<file path="src/rtl/adn_pkg.sv">
// Package for ascii_date_next_day: character codes, field widths and calendar helpers.
package adn_pkg;

	localparam logic [7:0] XChar    = 8'h78;
	localparam logic [7:0] ZeroChar = 8'h30;
	localparam logic [7:0] NineChar = 8'h39;

	localparam int YearW  = 32;
	localparam int MonthW = 16;
	localparam int DayW   = 16;
	localparam int ClockW = 32;

	localparam int InW  = YearW + MonthW + DayW + 2 * ClockW;
	localparam int OutW = ((YearW + MonthW + DayW + 1 + 7) / 8) * 8;

	localparam logic [3:0] MonJan = 4'd1;
	localparam logic [3:0] MonFeb = 4'd2;
	localparam logic [3:0] MonApr = 4'd4;
	localparam logic [3:0] MonJun = 4'd6;
	localparam logic [3:0] MonSep = 4'd9;
	localparam logic [3:0] MonNov = 4'd11;
	localparam logic [3:0] MonDec = 4'd12;

	localparam logic [4:0] LenLeapFeb = 5'd29;
	localparam logic [4:0] LenFeb     = 5'd28;
	localparam logic [4:0] LenShort   = 5'd30;
	localparam logic [4:0] LenLong    = 5'd31;

	typedef logic [3:0][3:0] year_bcd_t;

	function automatic logic is_digit(input logic [7:0] c);
		return (c >= ZeroChar) && (c <= NineChar);
	endfunction

	// two BCD digits divisible by four
	function automatic logic div4(input logic [3:0] t, input logic [3:0] o);
		logic [1:0] s;
		s = {t[0], 1'b0} + o[1:0];
		return s == 2'd0;
	endfunction

	function automatic logic is_leap(input year_bcd_t y);
		logic cent;
		cent = (y[1] == 4'd0) && (y[0] == 4'd0);
		return (div4(y[1], y[0]) && !cent) || (cent && div4(y[3], y[2]));
	endfunction

	function automatic logic [4:0] month_len(input logic [6:0] m, input logic leap);
		logic [4:0] len;
		len = LenLong;
		if (m == {3'b000, MonFeb}) begin
			len = leap ? LenLeapFeb : LenFeb;
		end else if (m == {3'b000, MonApr} || m == {3'b000, MonJun} ||
				m == {3'b000, MonSep} || m == {3'b000, MonNov}) begin
			len = LenShort;
		end
		return len;
	endfunction

	// ASCII two-digit text of a value below 32
	function automatic logic [15:0] two_digits(input logic [4:0] v);
		logic [1:0] tens;
		logic [4:0] ones;
		if (v >= 5'd30) begin
			tens = 2'd3;
		end else if (v >= 5'd20) begin
			tens = 2'd2;
		end else if (v >= 5'd10) begin
			tens = 2'd1;
		end else begin
			tens = 2'd0;
		end
		ones = v - 5'({tens, 3'b000} + {2'b00, tens, 1'b0});
		return {ZeroChar | {6'd0, tens}, ZeroChar | {4'd0, ones[3:0]}};
	endfunction

endpackage

</file>
<file path="src/rtl/ascii_date_next_day.sv">
// Top level of ascii_date_next_day: three-stage next-day date pipeline.
//
// channel   dir  data                                                   handshake
// s_axis    in   year 31:0, month 47:32, day 63:48, start 95:64,        tvalid/tready
//                arrive 127:96
// m_axis    out  next year 31:0, next month 47:32, next day 63:48,      tvalid/tready
//                was_advanced 64, zero 71:65
//
// One beat per cycle while the output is not stalled; stages: decode, calendar step, encode.
// arst_n clears the stage valid bits only.
// The stages move together; a stalled output holds every stage and tready drops.
module ascii_date_next_day (
	input  logic                      clk,
	input  logic                      arst_n,
	input  logic                      s_axis_tvalid,
	output logic                      s_axis_tready,
	// year_text, month_text, day_text, start_clock, arrive_clock
	input  logic [adn_pkg::InW-1:0]   s_axis_tdata,
	output logic                      m_axis_tvalid,
	input  logic                      m_axis_tready,
	// next_year_text, next_month_text, next_day_text, was_advanced, zero fill
	output logic [adn_pkg::OutW-1:0]  m_axis_tdata
);

	logic en;

	logic [31:0] year_in, start_in, arrive_in;
	logic [15:0] month_in, day_in;

	logic               valid_s1, adv_s1, xmark_s1, ok_s1;
	adn_pkg::year_bcd_t yd_s1;
	logic [6:0]         month_s1, day_s1;
	logic [31:0]        ytext_s1;
	logic [15:0]        mtext_s1, dtext_s1;

	logic               valid_s2, adv_s2, use_new_s2, use_x_s2, yinc_s2;
	adn_pkg::year_bcd_t yd_s2;
	logic [3:0]         nmonth_s2;
	logic [4:0]         nday_s2;
	logic [31:0]        ytext_s2;
	logic [15:0]        mtext_s2, dtext_s2;

	logic                    valid_s3;
	logic [adn_pkg::OutW-1:0] data_s3;

	logic       leap, mvalid, day_in_month;
	logic [4:0] mlen;

	adn_pkg::year_bcd_t yinc_bcd;
	logic [31:0]        year_new;
	logic [31:0]        year_out;
	logic [15:0]        month_out, day_out;

	assign year_in   = s_axis_tdata[31:0];
	assign month_in  = s_axis_tdata[47:32];
	assign day_in    = s_axis_tdata[63:48];
	assign start_in  = s_axis_tdata[95:64];
	assign arrive_in = s_axis_tdata[127:96];

	assign en            = !valid_s3 || m_axis_tready;
	assign s_axis_tready = en;
	assign m_axis_tvalid = valid_s3;
	assign m_axis_tdata  = data_s3;

	always_ff @(posedge clk or negedge arst_n) begin
		if (!arst_n) begin
			valid_s1 <= 1'b0;
			valid_s2 <= 1'b0;
			valid_s3 <= 1'b0;
		end else if (en) begin
			valid_s1 <= s_axis_tvalid;
			valid_s2 <= valid_s1;
			valid_s3 <= valid_s2;
		end
	end

	// stage 1: compare times, check and decode digits
	always_ff @(posedge clk) begin
		if (en) begin
			adv_s1   <= start_in < arrive_in;
			xmark_s1 <= year_in[31:24] == adn_pkg::XChar;
			ok_s1    <= adn_pkg::is_digit(year_in[31:24]) && adn_pkg::is_digit(year_in[23:16]) &&
				adn_pkg::is_digit(year_in[15:8]) && adn_pkg::is_digit(year_in[7:0]) &&
				adn_pkg::is_digit(month_in[15:8]) && adn_pkg::is_digit(month_in[7:0]) &&
				adn_pkg::is_digit(day_in[15:8]) && adn_pkg::is_digit(day_in[7:0]);
			yd_s1    <= {year_in[27:24], year_in[19:16], year_in[11:8], year_in[3:0]};
			month_s1 <= {month_in[11:8], 3'b000} + {2'b00, month_in[11:8], 1'b0} +
				{3'b000, month_in[3:0]};
			day_s1   <= {day_in[11:8], 3'b000} + {2'b00, day_in[11:8], 1'b0} +
				{3'b000, day_in[3:0]};
			ytext_s1 <= year_in;
			mtext_s1 <= month_in;
			dtext_s1 <= day_in;
		end
	end

	// stage 2: calendar step
	always_comb begin
		leap         = adn_pkg::is_leap(yd_s1);
		mlen         = adn_pkg::month_len(month_s1, leap);
		mvalid       = (month_s1 >= 7'd1) && (month_s1 <= {3'b000, adn_pkg::MonDec});
		day_in_month = day_s1 < {2'b00, mlen};
	end

	always_ff @(posedge clk) begin
		if (en) begin
			adv_s2     <= adv_s1;
			use_x_s2   <= adv_s1 && xmark_s1;
			use_new_s2 <= adv_s1 && !xmark_s1 && ok_s1 && mvalid;
			yd_s2      <= yd_s1;
			ytext_s2   <= ytext_s1;
			mtext_s2   <= mtext_s1;
			dtext_s2   <= dtext_s1;
			if (day_in_month) begin
				nday_s2   <= day_s1[4:0] + 5'd1;
				nmonth_s2 <= month_s1[3:0];
				yinc_s2   <= 1'b0;
			end else begin
				nday_s2 <= 5'd1;
				if (month_s1 == {3'b000, adn_pkg::MonDec}) begin
					nmonth_s2 <= adn_pkg::MonJan;
					yinc_s2   <= 1'b1;
				end else begin
					nmonth_s2 <= month_s1[3:0] + 4'd1;
					yinc_s2   <= 1'b0;
				end
			end
		end
	end

	// stage 3: BCD year increment, encode, select
	always_comb begin
		logic c;
		c = yinc_s2;
		for (int i = 0; i < 4; i++) begin
			if (c && yd_s2[i] == 4'd9) begin
				yinc_bcd[i] = 4'd0;
			end else if (c) begin
				yinc_bcd[i] = yd_s2[i] + 4'd1;
				c = 1'b0;
			end else begin
				yinc_bcd[i] = yd_s2[i];
			end
		end
		for (int i = 0; i < 4; i++) begin
			year_new[8*i +: 8] = adn_pkg::ZeroChar | {4'd0, yinc_bcd[i]};
		end
		if (use_x_s2) begin
			year_out  = {4{adn_pkg::XChar}};
			month_out = {2{adn_pkg::XChar}};
			day_out   = {2{adn_pkg::XChar}};
		end else if (use_new_s2) begin
			year_out  = year_new;
			month_out = adn_pkg::two_digits({1'b0, nmonth_s2});
			day_out   = adn_pkg::two_digits(nday_s2);
		end else begin
			year_out  = ytext_s2;
			month_out = mtext_s2;
			day_out   = dtext_s2;
		end
	end

	always_ff @(posedge clk) begin
		if (en) begin
			data_s3 <= {(adn_pkg::OutW - 65)'(0), adv_s2, day_out, month_out, year_out};
		end
	end

endmodule

</file>
<file path="config.mk">
export PLATFORM = sky130hd
export DESIGN_NAME = ascii_date_next_day
export DESIGN_NICKNAME = d
export VERILOG_FILES = /design/src/rtl/adn_pkg.sv /design/src/rtl/ascii_date_next_day.sv
export SDC_FILE = /design/constraint.sdc
export NUM_CORES = 1
export LEC_CHECK = 0
export BUFFER_PORTS_ARGS = -buffer_cell sky130_fd_sc_hd__buf_2
export CORE_MARGIN = 5
export CORE_UTILIZATION = 26
export DETAILED_ROUTE_END_ITERATION = 6
export PLACE_DENSITY = 0.42
export SETUP_SLACK_MARGIN = 0.1
export SYNTH_ARGS = -nofsm -noshare
export SYNTH_HDL_FRONTEND = slang
export SYNTH_SLANG_ARGS = --single-unit
</file>
<file path="constraint.sdc">
create_clock -name clk -period 6.6 [get_ports clk]
set_input_delay 0.33 -clock clk [delete_from_list [all_inputs] [get_ports clk]]
set_output_delay 0.33 -clock clk [all_outputs]
set_load 0.02 [all_outputs]
</file>
==> out/metrics.yaml, run 1 <==
outcome:
  outcome: "completed"
clock_network:
  insertion_delay_ns: 0.51
  cts_made_buffers: 24
  cts_tree: "built"
  ctsLongestPathBuffers: 3
  ctsHoldBuffers: 30
  clock-sinks: 224
  clk_pin_slew_ns: 0.06
  cts_root_buffer: "clkbuf_16"
  cts-htree-levels: 1
  cts_resized: 0
  postCtsSetupBuffers: 0
setup_path:
  cp_max_fo: 77
  reg2reg_from: "month_s1[0]"
  r2r_end: "nmonth_s2[2]"
  cp.required_ns: 6.27
  r2r_setup_slack_ns: 4.13
  cp-end-kind: "primary output"
  critical_path_class: "reg -> out"
  worstPathArrival_ns: 2.59
  crit_path_start_kind: "register"
  rr_worst_depth: 9
power_and_ir_drop:
  p_comb_share_pct: 19.3
  worst_ir_drop_vdd_mv: 0.145
  p_sw_mw: 1.18
  clkPwrFrac_pct: 31.6
  cellPowerDensity_nw_per_um2: 343
  p_sw_share_pct: 27.9
  seqPwrFrac_pct: 49.1
  leakage_nw: 5.09
  intPower_mw: 3.05
synth:
  synth_area_leaders: "edfxtp_1, ha_1, nor2_1, a21oi_1, inv_1"
  synth_edf_count: 221
  ys_types: 53
  postSynthAreaPerCell_um2: 14.5
  async_flop_share_pct: 1.34
  ys_seq_elements: 224
  synth.most_common_cell: "edfxtp_1"
  synth-seq-area-share_pct: 69.2
  syn-cell-area_um2: 9700
  synth_ff_type: "edfxtp_1"
  synth.largest_area_cell: "edfxtp_1"
  yosys_warnings: 0
  synth_common_cells: "edfxtp_1, ha_1, nor2_1"
  netlist_instances: 667
  synth_top_area_share_pct: 68.4
global_routing:
  grt_pass1_vias: 6159
  grt_pass1_wl_mm: 34.1
  overflow: 0
  grt_max_degree: 78
  track_usage_pct: 10.3
  antenna_found_initial: 2
sta:
  tightest_slew_ns: 1.07
  finalSetupTns_ns: 0
  max_freq_ghz: 0.343
  skew_ns: 0.00768
  timing.final.crit_period_ns: 2.92
  relSlewSlack_pct: 29.0
  timing.final.crit_share_pct: 44.2
  final-setup-viol-count: 0
  rsz0062_at_grt: "no"
  hold_violations: 0
  fin_ws_ns: 3.68
  slew_violations: 0
routing:
  finalWirelength_mm: 21.8
  ant_nets: 0
  vias: 5914
  wire_per_inst_um: 15.6
  drcViolationCount: 0
  dr.pass1.iters: 5
  initialDrtViolationCount: 233
  avgViaCountPerCell: 4.23
min_path:
  holdPathStages: 1
  hold_path_end: "yd_s1[12]"
  hold_path.startpoint: "s_axis_tdata[24]"
  hold_path.class: "in -> reg"
placed_design:
  place_ws_ns: 4.07
  portBuffers: 198
  gp_congestion: 0.776
  dp_hpwl_mm: 16.0
floorplanning:
  start_util_pct: 26.4
  core.rowCount: 70
  die-height_um: 203
  design.core.area_um2: 36700
  ios: 206
  die_x_um: 203
  die_area_um2: 41300
flow_run:
  maxCapViolations: 0
layout:
  antenna_cells: 0
  fillCellCount: 3618
  nets: 1118
  syn2layout_area_growth_pct: 27.3
  drive_gt1_share_pct: 27.1
[area by class of cell]
| type | count | area (µm²) | area share, % |
|---|---|---|---|
| inverter | 48 | 180 | 1.46 |
| clock buffer | 27 | 633 | 5.12 |
| timing repair buffer | 236 | 1360 | 11.0 |
| tap | 468 | 586 | 4.74 |
| clock inverter | 15 | 149 | 1.21 |
| multi-input combinational | 381 | 2740 | 22.2 |
| sequential | 224 | 6710 | 54.3 |
[state kept, by name, summed over array words and instances (netlist names), 4 cells and up]
name          cells
day_s1            7
nday_s2           5
ytext_s1         20
mtext_s1         15
m_axis_tdata     65
yd_s2            12
ytext_s2         20
mtext_s2         16
yd_s1            12
dtext_s2         16
nmonth_s2         4
month_s1          7
dtext_s1         15
[per-stage QoR]
stage / total power [mW] / hold slack [ns] / utilization (%) / cells / instance area, µm²
after floorplan: 2.64 / 0.0344 / - / 673 / 9730
after global placement: 2.93 / 0.132 / 30.7 / 1325 / 11300
after detailed placement: 2.94 / 0.133 / 30.7 / 1325 / 11300
after CTS: 4.32 / 0.00146 / 33.6 / 1397 / 12300
after global routing: 4.48 / 0.00130 / 33.7 / 1399 / 12400
final: 4.24 / 0.0268 / 33.7 / 1399 / 12400
[critical path, stage by stage, from the launching register on]
cell,delay [ns]
dfrtp_1,0.40
nand2b_4,0.74
buf_4,0.56
buf_2,0.26
[power by group through the flow]
stage,Clock [mW],Sequential (mW),Combinational [mW]
2_1_floorplan,0,2.25,0.393
3_3_place_gp,0,2.11,0.821
3_5_place_dp,0,2.11,0.826
4_1_cts,1.39,2.08,0.843
5_1_grt,1.45,2.11,0.918
6_report,1.34,2.08,0.818
[cell families after synthesis]
family | share of synthesized area (%)
adders and majority gates | 9.46
buffers and inverters | 2.93
and+or+nand+nor | 9.21
xor gates and xnor gates | 1.62
DFF | 69.2
muxes | 0.967
AOI/OAI and AO/OA | 6.61
other | 0.0386
[metal layers]
metal	track usage, %	part of all wire, %	up-vias
li1	-	-	2966
met1	13.0	44	2743
met2	17.9	48	168
met3	2.43	6.3	35
met4	2.53	1.9	2
met5	0	0.092	-
[cells in the final DEF (no fill, tap or decap), types with 4 or more instances in the layout]
cell type,netlist,routed
nand2_1,25,25
buf_4,7,6
conb_1,1,7
nand3_1,14,14
nand4_1,5,5
a21o_1,18,18
o211ai_1,4,4
fa_1,4,4
or3_1,17,17
edfxtp_1,221,221
and2_1,13,13
o31ai_1,5,5
xnor2_1,7,7
clkbuf_16,0,25
dlygate4sd3_1,0,32
ha_1,67,67
a21oi_1,36,36
buf_2,2,198
clkinv_2,0,8
inv_1,48,48
mux2i_1,6,6
nor3_1,13,13
o21ai_0,23,23
xor2_1,11,11
nor4_1,4,4
nor2_1,56,56
[worst max path at each step]
| stage | startpoint | to | slack, ns | depth (start not counted) |
|---|---|---|---|---|
| after floorplan | m_axis_tready | valid_s1 | 2.73 | 2 |
| after global placement | m_axis_tready | valid_s2 | 4.09 | 4 |
| after detailed placement | m_axis_tready | valid_s1 | 4.07 | 4 |
| after CTS | m_axis_tvalid | s_axis_tready | 3.59 | 3 |
| after global routing | m_axis_tvalid | s_axis_tready | 3.50 | 3 |
| final | m_axis_tvalid | s_axis_tready | 3.68 | 3 |
Note: power is estimated with default switching activity, not from simulation.
==> inputs of run 2 (changes only) <==
ABC_AREA = 1   (was unset)
PLACE_DENSITY = 0.4   (was 0.42)
clock period = 2.96 ns   (was 6.6 ns; I/O delays follow)
==> out/metrics.yaml, run 2 <==
clock_network:
  clk_pin_slew_ns: 0.06  # about the same
  cts_root_buffer: "clkbuf_16"  # unchanged
  cts-htree-levels: 1  # unchanged
  cts_tree: "built"  # unchanged
  cts_resized: 0  # unchanged
  clock-sinks: 224  # unchanged
  insertion_delay_ns: 0.51  # about the same
  cts_made_buffers: 26  # was 24
  ctsLongestPathBuffers: 3  # unchanged
routing:
  avgViaCountPerCell: 3.94  # was 4.23
  wire_per_inst_um: 14.3  # was 15.6 µm
  drcViolationCount: 0  # unchanged
  initialDrtViolationCount: 264  # was 233
  dr.pass1.iters: 4  # was 5
  ant_nets: 0  # unchanged
  finalWirelength_mm: 22.5  # was 21.8 mm
  vias: 6187  # was 5,914
sta:
  timing.final.crit_share_pct: 70.9
  max_freq_ghz: 0.476
  skew_ns: 0.00709  # was 0.00768 ns
  rsz0062_at_grt: "no"  # unchanged
  tightest_slew_ns: 0.712  # was 1.07 ns
  hold_violations: 0  # unchanged
  relSlewSlack_pct: 52.2  # was 29.0%
  slew_violations: 0  # unchanged
  finalSetupTns_ns: 0  # unchanged
  timing.final.crit_period_ns: 2.10
  final-setup-viol-count: 0  # unchanged
power_and_ir_drop:
  worst_ir_drop_vdd_mv: 0.340  # was 0.145 mV
  design_power_total_mw: 9.58  # was 4.24 mW
  cellPowerDensity_nw_per_um2: 739  # was 343 nW/µm²
  leakage_nw: 5.60  # was 5.09 nW
floorplanning:
  die-height_um: 204  # was 203 µm
  die_area_um2: 41700  # was 41,300 µm²
  core.rowCount: 71  # was 70
  start_util_pct: 26.2  # was 26.4%
  design.core.area_um2: 37500  # was 36,700 µm²
  die_x_um: 204  # was 203 µm
  ios: 206  # unchanged
layout:
  nets: 1244  # was 1,118
  largest_reg_flops: 65  # unchanged
  multiInputGateArea_um2: 2710  # was 2740 µm²
  mostFrequentLayoutCell: "edfxtp_1"  # unchanged
  drive_gt1_share_pct: 26.0  # was 27.1%
  layout.area.seq_um2: 6710  # unchanged
  final_area_um2: 13000  # was 12,400 µm²
  antenna_cells: 0  # unchanged
  fillCellCount: 3840  # was 3,618
  final_cell_mix: "edfxtp_1, buf_2, nand2_1, inv_1"  # was edfxtp_1, buf_2, ha_1, nor2_1, inv_1
  syn2layout_area_growth_pct: 32.0  # was 27.3%
synth:
  ys_types: 44  # was 53
  synth_top_area_share_pct: 67.6  # was 68.4%
  netlist_instances: 749  # was 667
  syn-cell-area_um2: 9810  # was 9700 µm²
  async_flop_share_pct: 1.34  # unchanged
  synth_edf_count: 221  # unchanged
  synth_common_cells: "edfxtp_1, nand2_1, inv_1"  # was edfxtp_1, ha_1, nor2_1
  synth_ff_type: "edfxtp_1"  # unchanged
  ys_seq_elements: 224  # unchanged
  synth_area_leaders: "edfxtp_1, ha_1, nand2_1, inv_1, nor2_1"  # was edfxtp_1, ha_1, nor2_1, a21oi_1, inv_1
  yosys_warnings: 0  # unchanged
  postSynthAreaPerCell_um2: 13.1  # was 14.5 µm²
  synth.largest_area_cell: "edfxtp_1"  # unchanged
  synth.most_common_cell: "edfxtp_1"  # unchanged
  synth-seq-area-share_pct: 68.4  # was 69.2%
setup_path:
  critical_path_class: "reg -> reg"  # was reg -> out
  cp-end-kind: "register"  # was primary output
  worstPathArrival_ns: 2.35  # was 2.59 ns
  cp.required_ns: 3.21  # was 6.27 ns
  crit_path_start_kind: "register"  # unchanged
  cp_max_fo: 17  # was 77
placed_design:
  dpl_cell_area_um2: 11500  # was 11,300 µm²
  portBuffers: 198  # unchanged
  gp_congestion: 0.793  # was 0.776
  dp_hpwl_mm: 16.6  # was 16.0 mm
global_routing:
  overflow: 0  # unchanged
  track_usage_pct: 10.7  # was 10.3%
  antenna_found_initial: 0  # was 2
  grt_pass1_vias: 6360  # was 6,159
  grt_max_degree: 84  # was 78
  grt_pass1_wl_mm: 35.3  # was 34.1 mm
min_path:
  hold_path.class: "in -> reg"  # unchanged
outcome:
  outcome: "completed"  # unchanged
flow_run:
  maxCapViolations: 0  # unchanged
## run 2: cell types whose count changed after synthesis, moves of 6 or more
cell / change
nor3_1: -6
mux2i_1: -6
and2_1: -13
o21ai_0: +8
nand3_1: +17
inv_2: +6
nand2_1: +83
inv_1: +39
or2_2: +16
a21o_1: -17
clkbuf_1: -6
or3_1: -17
## run 2: worst paths after layout
check,end,slack [ns],start,cells after the start
setup / recovery,m_axis_tdata[19],0.86,use_new_s2,8
hold / removal,adv_s1,0.31,s_axis_tdata[95],7
setup reg to reg,m_axis_tdata[19],0.86,use_new_s2,8
hold reg to reg,ytext_s2[13],0.41,ytext_s1[13],0
max in group asynchronous,m_axis_tvalid,2.31,arst_n,3
min in group asynchronous,valid_s1,0.51,arst_n,3
## run 2: power breakdown
group	total, mW	switching (mW)	leakage, nW	internal [mW]
Sequential	4.68	0.296	2.27	4.38
Combinational	1.93	1.25	2.95	0.680
Clock	2.97	1.22	0.383	1.75
Total	9.58	2.77	5.60	6.81
## run 2: worst max-delay path, cell delays in order (launching register included)
cell	delay (ns)
edfxtp_1	0.73
inv_2	0.35
nor2_8	0.24
nand2_4	0.10
nor2_4	0.10
nand3_2	0.07
xnor2_1	0.13
nand2_1	0.06
nand2_1	0.05
## run 2: stage by stage
step                      util [%]  hold WS [ns]  std cells  setup slack, ns
after detailed placement      30.6       -0.0456       1457            0.817
after floorplan                  -        -0.148        755            0.335
after global placement        30.6       -0.0469       1457            0.862
after global routing          34.6         0.337       1572            0.623
final                         34.6         0.309       1572            0.860
after CTS                     34.6         0.272       1572            0.811
## run 2: timing repair
action | 4_1_cts | 5_1_grt
hold endpoints to repair | 72 | 0
setup buffers | 0 | 0
hold buffers | 67 | 0
## run 2: per-layer routing
metal  GRT usage, %  routed length, µm  part of all wire, %
met5              0                  0                    0
met4           2.87                464                  2.1
met3           2.62               1490                  6.6
met2           17.9              10600                   47
met1           13.9               9890                   44
## run 2: area by class of cell
cell class | count | area share (%)
Clock buffer | 33 | 5.39
Clock inverter | 15 | 0.773
Inverter | 95 | 2.75
Multi-Input combinational cell | 423 | 20.9
Sequential cell | 224 | 51.8
Tap cell | 511 | 4.93
Timing Repair Buffer | 271 | 13.5
## run 2: logic make-up after synthesis
group / synth area share, %
other: 0.0382
AOI/OAI and AO/OA: 4.55
DFF: 68.4
adders and majority gates: 9.36
buffers and inverters: 4.41
and+or+nand+nor: 11.3
muxes: 0.115
xor gates and xnor gates: 1.78
==> inputs of run 3 (changes only) <==
ABC_AREA = 0   (was 1)
clock period = 2.2 ns   (was 2.96 ns; I/O delays follow)
==> out/metrics.yaml, run 3 (synthesized netlist as in run 1, its figures left out) <==
outcome:
  outcome: "completed"  # unchanged
placed_design:
  portBuffers: 198  # unchanged
  dp.cells: 1354  # was 1,457
  place_ws_ns: -0.0550  # was 0.817 ns
  dp_hpwl_mm: 17.0  # was 16.6 mm
  dpl_cell_area_um2: 11700  # was 11,500 µm²
  gp_congestion: 0.807  # was 0.793
clock_network:
  cts_made_buffers: 26  # unchanged
  cts_root_buffer: "clkbuf_16"  # unchanged
  cts-htree-levels: 1  # unchanged
  cts_tree: "built"  # unchanged
  clock-sinks: 224  # unchanged
  ctsLongestPathBuffers: 3  # unchanged
  insertion_delay_ns: 0.53  # was 0.51 ns
  clk_pin_slew_ns: 0.05  # was 0.06 ns
layout:
  nets: 1187  # was 1,244
  post-route-util_pct: 36.1  # was 34.6%
  layout.area.seq_um2: 6710  # about the same
  finalNonFillerCells: 1471  # was 1,572
  fillCellCount: 3608  # was 3,840
  syn2layout_area_growth_pct: 36.4  # was 32.0%
  largest_reg_flops: 65  # unchanged
  final_cell_mix: "edfxtp_1, buf_2, dlygate4sd3_1, ha_1, nor2_1"  # was edfxtp_1, buf_2, nand2_1, inv_1
  final_area_um2: 13200  # was 13,000 µm²
  mostFrequentLayoutCell: "edfxtp_1"  # unchanged
  multiInputGateArea_um2: 2890  # was 2710 µm²
  drive_gt1_share_pct: 30.0  # was 26.0%
sta:
  fin_hold_ws_ns: 0.152  # was 0.309 ns
  skew_ns: 0.0207  # was 0.00709 ns
  max_freq_ghz: 0.468  # was 0.476 GHz
  timing.final.crit_share_pct: 97.2  # was 70.9%
  finalSetupTns_ns: 0  # unchanged
  rsz0062_at_grt: "yes"  # was no
  final-setup-viol-count: 0  # unchanged
  slew_violations: 0  # unchanged
  fin_ws_ns: 0.0612  # was 0.860 ns
  hold_violations: 0  # unchanged
  timing.final.crit_period_ns: 2.14  # was 2.10 ns
  relSlewSlack_pct: 36.4  # was 52.2%
  tightest_slew_ns: 0.950  # was 0.712 ns
global_routing:
  grt_pass1_wl_mm: 35.7  # was 35.3 mm
  track_usage_pct: 10.7  # about the same
  overflow: 0  # unchanged
  grt_max_degree: 45  # was 84
  grt_pass1_vias: 6511  # was 6,360
  antenna_found_initial: 0  # unchanged
routing:
  avgViaCountPerCell: 4.19  # was 3.94
  wire_per_inst_um: 15.4  # was 14.3 µm
  finalWirelength_mm: 22.7  # was 22.5 mm
  drcViolationCount: 0  # unchanged
  initialDrtViolationCount: 219  # was 264
  vias: 6165  # was 6,187
  ant_nets: 0  # unchanged
  dr.pass1.iters: 4  # unchanged
setup_path:
  worstPathArrival_ns: 2.39  # was 2.35 ns
  cp.required_ns: 2.45  # was 3.21 ns
  cp_max_fo: 5  # was 17
  path_cells: "inv_2 -> ha_4 -> o21bai_1 -> a211o_1 -> a32o_2 -> buf_6 -> o31ai_4 -> o31ai_2"  # was inv_2 -> nor2_8 -> nand2_4 -> nor2_4 -> nand3_2 -> xnor2_1 -> nand2_1 -> nand2_1
  cp-end-kind: "register"  # unchanged
  cpMaxStageDelayCell: "edfxtp_1"  # unchanged
  critical_path_class: "reg -> reg"  # unchanged
  max_stage_delay_ns: 0.49  # was 0.73 ns
  crit_path_start_kind: "register"  # unchanged
floorplanning:
  core.rowCount: 70  # was 71
  ios: 206  # unchanged
  die_x_um: 203  # was 204 µm
  design.core.area_um2: 36700  # was 37,500 µm²
  die_area_um2: 41300  # was 41,700 µm²
  start_util_pct: 26.4  # was 26.2%
  die-height_um: 203  # was 204 µm
power_and_ir_drop:
  worst_ir_drop_vdd_mv: 0.490  # was 0.340 mV
  cellPowerDensity_nw_per_um2: 994  # was 739 nW/µm²
  design_power_total_mw: 13.2  # was 9.58 mW
  leakage_nw: 5.46  # was 5.60 nW
flow_run:
  maxCapViolations: 0  # unchanged
min_path:
  hold_path.class: "in -> reg"  # unchanged
==> run 3: worst paths after layout <==
kind | start | endpoint | slack [ns] | cells after the start
setup / recovery | month_s1[1] | nmonth_s2[3] | 0.06 | 8
hold / removal | s_axis_tdata[95] | adv_s1 | 0.15 | 5
setup reg to reg | month_s1[1] | nmonth_s2[3] | 0.06 | 8
hold reg to reg | mtext_s1[9] | mtext_s2[9] | 0.41 | 0
max in group asynchronous | arst_n | m_axis_tvalid | 1.59 | 3
min in group asynchronous | arst_n | m_axis_tvalid | 0.45 | 3
==> run 3: timing repair <==
item,4_1_cts,5_1_grt
setup endpoints to repair,7,6
pin swaps,9,3
endpoints found under the hold margin,73,0
resized for setup,13,5
hold buffers,67,0
buffers inserted,0,3
cloned,0,0
==> run 3: cell type report <==
cell class | instances | share of cell area, %
antenna | 1 | 0.0189
clock buffer | 30 | 5.03
clock inverter | 16 | 1.07
inverter | 48 | 1.38
multi-input combinational | 381 | 21.8
sequential | 224 | 50.7
tap | 468 | 4.42
timing repair buffer | 303 | 15.6
==> run 3: power by group <==
part           internal [mW]  total (mW)  switching (mW)  leakage (nW)
clock                   2.40        4.07            1.67         0.393
combinational           1.18        2.88            1.70          2.81
sequential              5.85        6.21           0.356          2.25
==> run 3: critical path: cells and delay by family (launching register included) <==
kind | cells | cell delay [ns]
compound gates | 5 | 0.98
flops | 1 | 0.49
buf+inv | 2 | 0.29
fa+ha+maj | 1 | 0.14
==> run 3: metal layers <==
layer,global-route usage [%],share of wire (%),wire [µm]
met1,13.7,44,10100
met2,18.6,48,10900
met3,2.39,6.0,1370
met4,2.77,1.7,386
met5,0,0,0
